## src/rtl/adp_pkg.sv

```systemverilog
`default_nettype none
// ----------------------------------------------------------------------------
// adp_pkg
// Shared types and constants of the Art-Net DMX packet parser.
// ----------------------------------------------------------------------------
package adp_pkg;

  localparam int unsigned IdLen = 7;

  localparam logic [9:0] HDR_LEN      = 10'd18;
  localparam logic [9:0] POS_OP_LO    = 10'd8;
  localparam logic [9:0] POS_OP_HI    = 10'd9;
  localparam logic [9:0] POS_UNI_LO   = 10'd14;
  localparam logic [9:0] POS_UNI_HI   = 10'd15;
  localparam logic [9:0] POS_LEN_HI   = 10'd16;
  localparam logic [9:0] POS_LEN_LO   = 10'd17;
  localparam logic [9:0] POS_ID_END   = 10'd7;

  localparam logic [15:0] OP_DMX  = 16'h5000;
  localparam logic [15:0] OP_POLL = 16'h2000;

  localparam logic KIND_CHANNEL = 1'b0;
  localparam logic KIND_STATUS  = 1'b1;

  localparam logic [2:0] ST_DMX_OK    = 3'd0;
  localparam logic [2:0] ST_POLL      = 3'd1;
  localparam logic [2:0] ST_TOO_SHORT = 3'd2;
  localparam logic [2:0] ST_BAD_ID    = 3'd3;
  localparam logic [2:0] ST_OTHER_OP  = 3'd4;

  localparam logic [7:0] ID_TEXT [IdLen] = '{8'h41, 8'h72, 8'h74, 8'h2D, 8'h4E, 8'h65, 8'h74};

  typedef struct packed {
    logic        result_kind;
    logic [2:0]  packet_status;
    logic [15:0] dmx_universe;
    logic [8:0]  channel_index;
    logic [7:0]  channel_value;
    logic        last_of_run;
  } result_t;

endpackage
`default_nettype wire

```

## src/rtl/adp_if.sv

```systemverilog
`default_nettype none
// ----------------------------------------------------------------------------
// adp_if
// Valid/ready channels of the parser: payload bytes in, results out.
// ----------------------------------------------------------------------------
interface adp_in_if;
  logic       valid;
  logic       ready;
  logic [7:0] payload_byte;
  logic       end_of_datagram;

  modport source (output valid, output payload_byte, output end_of_datagram, input ready);
  modport sink (input valid, input payload_byte, input end_of_datagram, output ready);
endinterface

interface adp_out_if;
  logic        valid;
  logic        ready;
  logic        result_kind;
  logic [2:0]  packet_status;
  logic [15:0] dmx_universe;
  logic [8:0]  channel_index;
  logic [7:0]  channel_value;
  logic        last_of_run;

  modport source (output valid, output result_kind, output packet_status,
                  output dmx_universe, output channel_index, output channel_value,
                  output last_of_run, input ready);
  modport sink (input valid, input result_kind, input packet_status,
                input dmx_universe, input channel_index, input channel_value,
                input last_of_run, output ready);
endinterface
`default_nettype wire

```

## src/rtl/artnet_dmx_packet_parser_top.sv

```systemverilog
`default_nettype none
// ----------------------------------------------------------------------------
// artnet_dmx_packet_parser_top
// Streaming Art-Net OpDmx receive parser with a small result queue.
// ----------------------------------------------------------------------------
// The in_i channel takes one UDP payload byte per beat; end_of_datagram marks
// the last byte of a datagram. Header fields are captured as they pass. For a
// valid OpDmx datagram every data byte inside the channel bound yields one
// channel result on out_o, tagged with universe and channel index. The last
// byte of each datagram yields a status result, after its channel result if
// it has one. last_of_run flags the final result caused by one input byte.
// An accepted byte is evaluated in the cycle of acceptance and its results
// are written into a four-entry result queue, so results reach out_o from
// the registered queue in order. The queue head drives out_o.
// A byte is taken whenever the queue has room for two results, which lets
// one byte per cycle through while the receiver keeps up; a byte that
// yields two results sends both out in order. When the receiver stalls,
// in_i.ready drops once three results wait, which from an empty queue takes
// at most three more bytes that yield results; header bytes keep flowing.
// Reset empties the queue and returns the parser to the start of a datagram.
// ----------------------------------------------------------------------------
module artnet_dmx_packet_parser_top
  import adp_pkg::*;
#(
  parameter int unsigned MAX_CHANNELS = 512
) (
  input  wire logic clk_i,
  input  wire logic rst_ni,
  adp_in_if.sink    in_i,
  adp_out_if.source out_o
);

  localparam logic [9:0] MaxCh = 10'(MAX_CHANNELS);

  logic [9:0]  pos_q, pos_d;
  logic        id_ok_q, id_ok_d;
  logic [15:0] opcode_q, opcode_d;
  logic [15:0] universe_q, universe_d;
  logic [15:0] dlen_q, dlen_d;

  logic        in_acc, out_acc;
  logic [9:0]  ch;
  logic        chan_hit;
  logic        eod;
  logic [2:0]  status;
  result_t     chan_res, stat_res, res0, res1;
  logic        push0, push1;

  result_t     fifo_q [4];
  logic [1:0]  wr_ptr_q, rd_ptr_q;
  logic [2:0]  count_q, count_d;

  assign in_acc  = in_i.valid && in_i.ready;
  assign out_acc = out_o.valid && out_o.ready;
  assign eod     = in_i.end_of_datagram;
  assign ch      = pos_q - HDR_LEN;

  always_comb begin
    pos_d      = pos_q;
    id_ok_d    = id_ok_q;
    opcode_d   = opcode_q;
    universe_d = universe_q;
    dlen_d     = dlen_q;
    chan_hit   = 1'b0;
    if (pos_q < POS_ID_END) begin
      if (in_i.payload_byte != ID_TEXT[pos_q[2:0]]) begin
        id_ok_d = 1'b0;
      end
    end else if (pos_q == POS_OP_LO) begin
      opcode_d[7:0] = in_i.payload_byte;
    end else if (pos_q == POS_OP_HI) begin
      opcode_d[15:8] = in_i.payload_byte;
    end else if (pos_q == POS_UNI_LO) begin
      universe_d[7:0] = in_i.payload_byte;
    end else if (pos_q == POS_UNI_HI) begin
      universe_d[15:8] = in_i.payload_byte;
    end else if (pos_q == POS_LEN_HI) begin
      dlen_d[15:8] = in_i.payload_byte;
    end else if (pos_q == POS_LEN_LO) begin
      dlen_d[7:0] = in_i.payload_byte;
    end else if (pos_q >= HDR_LEN) begin
      chan_hit = id_ok_q && (opcode_q == OP_DMX) && ({6'd0, ch} < dlen_q) && (ch < MaxCh);
    end

    if (pos_q < HDR_LEN - 10'd1) begin
      status = ST_TOO_SHORT;
    end else if (!id_ok_q) begin
      status = ST_BAD_ID;
    end else if (opcode_q == OP_POLL) begin
      status = ST_POLL;
    end else if (opcode_q != OP_DMX) begin
      status = ST_OTHER_OP;
    end else begin
      status = ST_DMX_OK;
    end

    if (eod) begin
      pos_d      = '0;
      id_ok_d    = 1'b1;
      opcode_d   = '0;
      universe_d = '0;
      dlen_d     = '0;
    end else if (!(&pos_q)) begin
      pos_d = pos_q + 10'd1;
    end

    chan_res.result_kind   = KIND_CHANNEL;
    chan_res.packet_status = ST_DMX_OK;
    chan_res.dmx_universe  = universe_q;
    chan_res.channel_index = ch[8:0];
    chan_res.channel_value = in_i.payload_byte;
    chan_res.last_of_run   = !eod;

    stat_res.result_kind   = KIND_STATUS;
    stat_res.packet_status = status;
    stat_res.dmx_universe  = (status == ST_DMX_OK) ? universe_q : 16'd0;
    stat_res.channel_index = '0;
    stat_res.channel_value = '0;
    stat_res.last_of_run   = 1'b1;

    res0  = chan_hit ? chan_res : stat_res;
    res1  = stat_res;
    push0 = in_acc && (chan_hit || eod);
    push1 = in_acc && chan_hit && eod;

    count_d = count_q + {2'd0, push0} + {2'd0, push1} - {2'd0, out_acc};
  end

  always_ff @(posedge clk_i or negedge rst_ni) begin
    if (!rst_ni) begin
      pos_q      <= '0;
      id_ok_q    <= 1'b1;
      opcode_q   <= '0;
      universe_q <= '0;
      dlen_q     <= '0;
      wr_ptr_q   <= '0;
      rd_ptr_q   <= '0;
      count_q    <= '0;
    end else begin
      if (in_acc) begin
        pos_q      <= pos_d;
        id_ok_q    <= id_ok_d;
        opcode_q   <= opcode_d;
        universe_q <= universe_d;
        dlen_q     <= dlen_d;
      end
      wr_ptr_q <= wr_ptr_q + {1'b0, push0} + {1'b0, push1};
      if (out_acc) begin
        rd_ptr_q <= rd_ptr_q + 2'd1;
      end
      count_q <= count_d;
    end
  end

  always_ff @(posedge clk_i) begin
    if (push0) begin
      fifo_q[wr_ptr_q] <= res0;
    end
    if (push1) begin
      fifo_q[wr_ptr_q + 2'd1] <= res1;
    end
  end

  assign in_i.ready          = (count_q <= 3'd2);
  assign out_o.valid         = (count_q != 3'd0);
  assign out_o.result_kind   = fifo_q[rd_ptr_q].result_kind;
  assign out_o.packet_status = fifo_q[rd_ptr_q].packet_status;
  assign out_o.dmx_universe  = fifo_q[rd_ptr_q].dmx_universe;
  assign out_o.channel_index = fifo_q[rd_ptr_q].channel_index;
  assign out_o.channel_value = fifo_q[rd_ptr_q].channel_value;
  assign out_o.last_of_run   = fifo_q[rd_ptr_q].last_of_run;

`ifndef SYNTHESIS
  a_count_bound: assert property (@(posedge clk_i) disable iff (!rst_ni)
    count_q <= 3'd4)
    else $error("Result queue count exceeds its depth.");

  a_empty_ptrs: assert property (@(posedge clk_i) disable iff (!rst_ni)
    count_q == 3'd0 |-> rd_ptr_q == wr_ptr_q)
    else $error("Empty result queue has unequal pointers.");

  a_eod_restart: assert property (@(posedge clk_i) disable iff (!rst_ni)
    in_acc && eod |=> pos_q == 10'd0 && id_ok_q && opcode_q == 16'd0)
    else $error("Parser did not restart after the end of a datagram.");

  a_status_clean: assert property (@(posedge clk_i) disable iff (!rst_ni)
    out_o.valid && out_o.result_kind == KIND_STATUS |->
      out_o.channel_index == 9'd0 && out_o.channel_value == 8'd0 && out_o.last_of_run)
    else $error("Status result carries channel data.");

  a_chan_ok: assert property (@(posedge clk_i) disable iff (!rst_ni)
    out_o.valid && out_o.result_kind == KIND_CHANNEL |-> out_o.packet_status == ST_DMX_OK)
    else $error("Channel result carries a nonzero status.");
`endif

endmodule
`default_nettype wire

```

## src/flat_wrapper.sv

```systemverilog
// flat-port wrapper written by rule: the top's interface ports become plain ports
module artnet_dmx_packet_parser_top_flat import adp_pkg::*;
#(
  parameter int unsigned MAX_CHANNELS = 512
)
  (clk_i, rst_ni, in_i_valid, in_i_payload_byte, in_i_end_of_datagram, in_i_ready, out_o_valid, out_o_result_kind, out_o_packet_status, out_o_dmx_universe, out_o_channel_index, out_o_channel_value, out_o_last_of_run, out_o_ready);
  adp_in_if in_i_i ();
  adp_out_if out_o_i ();
  input  wire logic clk_i;
  input  wire logic rst_ni;
  input wire logic [$bits(in_i_i.valid)-1:0] in_i_valid;
  input wire logic [$bits(in_i_i.payload_byte)-1:0] in_i_payload_byte;
  input wire logic [$bits(in_i_i.end_of_datagram)-1:0] in_i_end_of_datagram;
  output wire logic [$bits(in_i_i.ready)-1:0] in_i_ready;
  output wire logic [$bits(out_o_i.valid)-1:0] out_o_valid;
  output wire logic [$bits(out_o_i.result_kind)-1:0] out_o_result_kind;
  output wire logic [$bits(out_o_i.packet_status)-1:0] out_o_packet_status;
  output wire logic [$bits(out_o_i.dmx_universe)-1:0] out_o_dmx_universe;
  output wire logic [$bits(out_o_i.channel_index)-1:0] out_o_channel_index;
  output wire logic [$bits(out_o_i.channel_value)-1:0] out_o_channel_value;
  output wire logic [$bits(out_o_i.last_of_run)-1:0] out_o_last_of_run;
  input wire logic [$bits(out_o_i.ready)-1:0] out_o_ready;
  assign in_i_i.valid = in_i_valid;
  assign in_i_i.payload_byte = in_i_payload_byte;
  assign in_i_i.end_of_datagram = in_i_end_of_datagram;
  assign in_i_ready = in_i_i.ready;
  assign out_o_valid = out_o_i.valid;
  assign out_o_result_kind = out_o_i.result_kind;
  assign out_o_packet_status = out_o_i.packet_status;
  assign out_o_dmx_universe = out_o_i.dmx_universe;
  assign out_o_channel_index = out_o_i.channel_index;
  assign out_o_channel_value = out_o_i.channel_value;
  assign out_o_last_of_run = out_o_i.last_of_run;
  assign out_o_i.ready = out_o_ready;
  artnet_dmx_packet_parser_top #(.MAX_CHANNELS(MAX_CHANNELS)) u_core (.clk_i(clk_i), .rst_ni(rst_ni), .in_i(in_i_i), .out_o(out_o_i));
endmodule
```

## config.mk

```make
export PLATFORM = sky130hd
export DESIGN_NAME = artnet_dmx_packet_parser_top_flat
export DESIGN_NICKNAME = d
export VERILOG_FILES = /design/src/rtl/adp_pkg.sv /design/src/rtl/adp_if.sv /design/src/rtl/artnet_dmx_packet_parser_top.sv /design/src/flat_wrapper.sv
export SDC_FILE = /design/constraint.sdc
export NUM_CORES = 1
export LEC_CHECK = 0
export BUFFER_PORTS_ARGS = -buffer_cell sky130_fd_sc_hd__buf_2
export CAP_MARGIN = 10
export CORE_MARGIN = 2
export CORE_UTILIZATION = 60
export DETAILED_ROUTE_END_ITERATION = 12
export PLACE_DENSITY = 0.78
export SYNTH_ARGS = -nofsm -noshare
export SYNTH_HDL_FRONTEND = slang
export SYNTH_SLANG_ARGS = --single-unit
```

## constraint.sdc

```tcl
create_clock -name clk_i -period 6.3 [get_ports clk_i]
set_input_delay 0.63 -clock clk_i [delete_from_list [all_inputs] [get_ports clk_i]]
set_output_delay 0.63 -clock clk_i [all_outputs]
set_load 0.05 [all_outputs]
```

# Word level (Yosys, flattened, before mapping)
# Memory sizes are Yosys's and may differ from the RTL's.
# Cells that the tools add are included.
[word_totals]
register_bits = 66
latch_bits = 0
mem_bits_rw = 152
rom_bits = 64
wordCells = 122
mem_count = 2
[mem_list]
columns = ["memory", "words", "width", "read_ports", "rd_clocked_by_memory_dff", "wr", "line_no", "text"]
rows = [
  ["u_core.fifo_q", 4, 38, 1, 0, 2, "artnet_dmx_packet_parser_top.sv:49", "result_t fifo_q [4];"],
  ["(name not given)", 8, 8, 1, 0, 0, "artnet_dmx_packet_parser_top.sv:66", "if (in_i.payload_byte != ID_TEXT[pos_q[2:0]]) begin"],
]
[classes]
add_sub_neg = 9
n_mul = 0
n_div = 0
n_lt_le_gt_ge = 7
n_eq_ne = 17
n_shift = 0
mux = 46
bitwise = 1
reduce_logical = 29
[ops]
columns = ["operator", "n"]
rows = [
  ["$mux W16", 13],
  ["$mux W8", 11],
  ["$eq A10 B4 Y1 const B", 4],
  ["$mux W38", 1],
  ["$eq A10 B5 Y1 const B", 2],
  ["$mux W10", 2],
  ["$eq A16 B14 Y1 const B", 1],
  ["$eq A16 B15 Y1 const B", 1],
  ["$lt A10 B16 Y1", 1],
  ["$ne A16 B15 Y1 const B", 1],
  ["$reduce_bool A2 Y1", 8],
  ["$mux W1", 15],
  ["$ne A2 B2 Y1 const B", 7],
  ["$mux W3", 4],
  ["$add A10 B1 Y10 const B", 1],
  ["$ge A10 B5 Y1 const B", 1],
  ["$lt A10 B10 Y1 const B", 1],
  ["$lt A10 B3 Y1 const B", 1],
  ["$lt A10 B5 Y1 const B", 1],
  ["$reduce_and A10 Y1", 1],
  ["$sub A10 B5 Y10 const B", 1],
  ["$logic_and A1 B1 Y1", 8],
  ["$ne A8 B8 Y1", 1],
  ["$reduce_and A8 Y1", 1],
  ["17 further kinds", 21],
]

# Logic depth before layout (Yosys ltp)
[logic_depth]
depth_word = 17
ltp_mapped = 20
depth_no_buf = 19

# Worst setup path before layout
# OpenSTA, ideal clock, no wires.
[synth_path]
kind = "flip-flop to flip-flop"
start = "register u_core.pos_q[2]"
end = "register u_core.count_q[1]"
setup_ns = 0.135
arrival_ns = 3.958
required_time_ns = 6.165
slack_ns = 2.207
stages_incl_launch_ff = 20
n_path_buf = 1
synth_period_minus_slack_ns = 4.093
path_cell_list = "dfrtp_1 -> clkbuf_1 -> inv_1 -> ha_1 -> inv_1 -> o21a_1 -> nor3_1 -> xnor2_1 -> inv_1 -> ha_1 -> a21oi_1 -> o21ai_0 -> a21oi_1 -> o21ai_1 -> nor2_1 -> nand2_1 -> ha_1 -> fa_1 -> inv_1 -> fa_1"
[synth_between]
elab_chain_cells = 17
[synth_rtl]
columns = ["element", "line_no", "text"]
rows = [
  ["start: declaration", "artnet_dmx_packet_parser_top.sv:35", "logic [9:0] pos_q, pos_d;"],
  ["start signal: assignment", "artnet_dmx_packet_parser_top.sv:141", "pos_q <= pos_d;"],
  ["$sub A10 B5 Y10", "artnet_dmx_packet_parser_top.sv:56", "assign ch = pos_q - HDR_LEN;"],
  ["$lt A10 B16 Y1", "artnet_dmx_packet_parser_top.sv:82", "chan_hit = id_ok_q && (opcode_q == OP_DMX) && ({6'd0, ch} < dlen_q) && (ch < MaxCh);"],
  ["$logic_and A1 B1 Y1 (2 in series)", "artnet_dmx_packet_parser_top.sv:82", ""],
  ["$mux W1", "artnet_dmx_packet_parser_top.sv:81", "end else if (pos_q >= HDR_LEN) begin"],
  ["$mux W1", "artnet_dmx_packet_parser_top.sv:79", "end else if (pos_q == POS_LEN_LO) begin"],
  ["$mux W1", "artnet_dmx_packet_parser_top.sv:77", "end else if (pos_q == POS_LEN_HI) begin"],
  ["$mux W1", "artnet_dmx_packet_parser_top.sv:75", "end else if (pos_q == POS_UNI_HI) begin"],
  ["$mux W1", "artnet_dmx_packet_parser_top.sv:73", "end else if (pos_q == POS_UNI_LO) begin"],
  ["$mux W1", "artnet_dmx_packet_parser_top.sv:71", "end else if (pos_q == POS_OP_HI) begin"],
  ["$mux W1", "artnet_dmx_packet_parser_top.sv:69", "end else if (pos_q == POS_OP_LO) begin"],
  ["$mux W1 *", "artnet_dmx_packet_parser_top.sv:65", "if (pos_q < POS_ID_END) begin"],
  ["$logic_or A1 B1 Y1", "artnet_dmx_packet_parser_top.sv:123", "push0 = in_acc && (chan_hit || eod);"],
  ["$logic_and A1 B1 Y1", "artnet_dmx_packet_parser_top.sv:123", ""],
  ["$add A3 B1 Y3", "artnet_dmx_packet_parser_top.sv:126", "count_d = count_q + {2'd0, push0} + {2'd0, push1} - {2'd0, out_acc};"],
  ["$add A3 B1 Y3 *", "artnet_dmx_packet_parser_top.sv:126", ""],
  ["$sub A3 B1 Y3 *", "artnet_dmx_packet_parser_top.sv:126", ""],
  ["net u_core.count_d[1]", "artnet_dmx_packet_parser_top.sv:51", "logic [2:0] count_q, count_d;"],
  ["end signal: assignment", "artnet_dmx_packet_parser_top.sv:151", "count_q <= count_d;"],
  ["end: declaration", "artnet_dmx_packet_parser_top.sv:51", ""],
]
# Mark *: on every way through the listed nets, which the timed path passes. The rest lies on a longest branch.
# A chain may end at the register's enable or synchronous reset.

# Final worst setup path
[layout_path]
start = "register u_core.pos_q[1]"
end = "register u_core.count_q[1]"
# Same word-level chain as after synthesis.

==> results.cfg <==
[logic_synthesis]
synth_edf_count = 76
async_flop_share_pct = 30.28
synthXorXnorAreaFrac_pct = 2.278
synth_fa_ha_area_share_pct = 3.217
synth-simple-area-share_pct = 12.12
netlist_top_cells_area = edfxtp_1, dfrtp_1, dfxtp_1
synth-main-ff-cell = edfxtp_1
synth_cells = 812
muxShareOfSynthArea_pct = 12.05
synth_compound_area_share_pct = 11.45
synth_top_family_by_area = simple AND/OR/NAND/NOR gates
synth.avg_cell_area_um2 = 12.31
ys_seq_elements = 218
synth_top_area_share_pct = 22.83
syn_area_um2 = 9997
yosysSeqAreaShare_pct = 54.58
syn_nets = 848
yosysUniqueCellTypes = 65
yosysWarnings = 0
synth_largest_area_cell = edfxtp_1

[setup_path]
cp_slowest_stage_delay_ns = 0.48
path_cells = inv_1 -> ha_1 -> inv_1 -> o21a_1 -> xnor2_1 -> ha_1 -> a21oi_1 -> o21ai_0 -> a21oi_1 -> o21ai_1 -> nor2_1 -> nand2_1 -> ha_1 -> fa_1 -> inv_1 -> fa_1
crit_buf_inv = 3
arrival_ns = 5.30
critPathMaxFanout = 10
critPathTopFamily = adder cells
worstPathRequired_ns = 6.67
critical-path-slowest-cell = dfrtp_1
critPathCaptureType = flop
crit_type = flop to flop
start_kind = flop

[final_layout]
mostFrequentLayoutCells = dfxtp_1, edfxtp_1, a22o_1
multiInputGateArea_um2 = 4113
final_nets = 874
fin_util_pct = 66.98
antenna_cells = 0
final_layout_size_suffix_gt1_share_pct = 22.13
area_delta_synth_final_pct = 9.925
n_fill_cell = 1155
seq_area_um2 = 5459

[sta]
grt_setup_unrepaired = false
setup-tns-final_ns = 0
setup_viol = 0
clock.fmax_mhz = 202.7
worstMarginPinSlew_ns = 0.9384
clock_skew_ns = 0.01120
slew_violations = 0
min_period_over_period_pct = 78.29
period_needed_ns = 4.932
hold_viol_final = 0
slew_headroom_pct = 37.21

[global_routing]
grt_pass1_wl_um = 37060
gr-usage-all-layers_pct = 26.27
first_global_vias = 7031
grt_antenna_before_repair = 0
grt_max_degree = 67
overflow = 0

[pwr]
powerDensity_nw_per_um2 = 437.6
peakVddDrop_uv = 325.6
p_leak_nw = 4.285
finalPower_mw = 4.809

[drt]
vias = 6826
wire_per_inst_um = 20.98
vias_per_cell = 6.356
dr.pass1.iters = 5
wirelength_um = 22530
ant_nets = 0
first_iter_violations = 795
drc = 0

[floorplanning]
die_area_um2 = 17710
io_pins = 53
start_util_pct = 60.93
die_width_um = 133.1
core_um2 = 16410
rows = 47
die_h_um = 133.1

[clocking]
cts_setup_buffers = 0
cts_max_level = 1
path_clk_slew_ns = 0.06
cts_sinks = 218
cts.path.max_buffers = 3
clk_latency_ns = 0.49
cts_tree = done
cts-root-buf = clkbuf_16
cts_resized = 0
ctsHoldBuffers = 0
cts_buffers = 22

[placed_design]
port_buffers = 52
dp_hpwl_um = 14400
place.gp.congestion = 0.9439

[worst_hold_path]
hp-class = primary input to asynchronous set/reset pin

[outcome]
status = finished, final reports clean

[run]
drv_cap = 0
## through the flow
stage               hold slack [ns]  cell area [µm²]  setup slack [ns]  cells
floorplan                    0.3344             9997             2.207    812
global placement             0.4451            10320             1.656   1034
detailed placement           0.4615            10320             1.521   1034
CTS                          0.3722            10990             1.462   1074
global route                 0.4070            10990             1.109   1074
finish                       0.3398            10990             1.368   1074
## synth_stat cells (6+ instances only)
library cell	count
edfxtp_1	76
mux4_2	38
o21ai_1	6
a22o_1	68
nand3_1	6
nor2b_1	13
nor4_1	35
ha_1	20
xor2_1	10
buf_2	13
nor3_1	36
dfrtp_1	65
xnor2_1	16
nor2_1	34
nand2_1	36
o21ai_0	29
a21oi_1	17
inv_1	42
clkbuf_1	30
nand4_1	8
dfxtp_1	76
nor2_2	6
buf_1	7
and2_1	20
mux2_2	31
## power breakdown
| part | switching (mW) | total, mW | leakage (nW) | internal [mW] |
|---|---|---|---|---|
| Combinational | 1.15 | 1.73 | 1.74 | 0.584 |
| Sequential | 0.177 | 1.87 | 2.23 | 1.69 |
| Clock | 0.519 | 1.20 | 0.317 | 0.684 |
| Total | 1.85 | 4.81 | 4.29 | 2.96 |
## registers in the layout (all words and copies together), names as in the netlist, 2 cells and up
name	flops
u_core.universe_q	16
u_core.dlen_q	16
u_core.fifo_q	152
u_core.rd_ptr_q	2
u_core.pos_q	10
u_core.opcode_q	16
u_core.wr_ptr_q	2
u_core.count_q	3
## layout make-up
cell class,instances,area share (%)
Sequential cell,218,49.68
Clock inverter,8,0.4099
Clock buffer,32,5.636
Tap cell,220,2.505
Timing Repair Buffer,58,2.778
Multi-Input combinational cell,492,37.42
Inverter,46,1.571
## cell families (layout without fill, tap and decap cells)
logic type | count (synthesis) | after routing
AND/OR/NAND/NOR | 219 | 219
flip-flops | 218 | 218
AO/OA/AOI/OAI | 154 | 154
buffers and inverters | 102 | 144
multiplexers | 69 | 69
XOR/XNOR | 26 | 26
adder cells (fa/ha/maj) | 24 | 24
## layer usage
layer  share of wire, %  up-vias  track usage (%)
met2                 49      302            42.92
met3                6.5       43            3.065
met5                  0        -                0
met4                2.0        0            8.423
met1                 43     3393            37.25
li1                   -     3088                -
## worst paths after layout
path	end	depth (start not counted)	slack, ns	from
max	u_core.count_q[1]$_DFF_PN0_	16	1.37	u_core.pos_q[1]$_DFFE_PN0P_
min	u_core.opcode_q[2]$_DFFE_PN0P_	2	0.34	rst_ni
max reg2reg	u_core.count_q[1]$_DFF_PN0_	16	1.37	u_core.pos_q[1]$_DFFE_PN0P_
min reg2reg	u_core.fifo_q[1][7]$_SDFFE_PP0N_	1	0.48	u_core.fifo_q[1][7]$_SDFFE_PP0N_
max in group asynchronous	u_core.rd_ptr_q[0]$_DFFE_PN0P_	2	5.35	rst_ni
min in group clk_i	u_core.fifo_q[0][6]$_SDFFE_PP0N_	2	0.45	in_i_payload_byte[5]
Note: power is estimated with default switching activity, not from simulation.
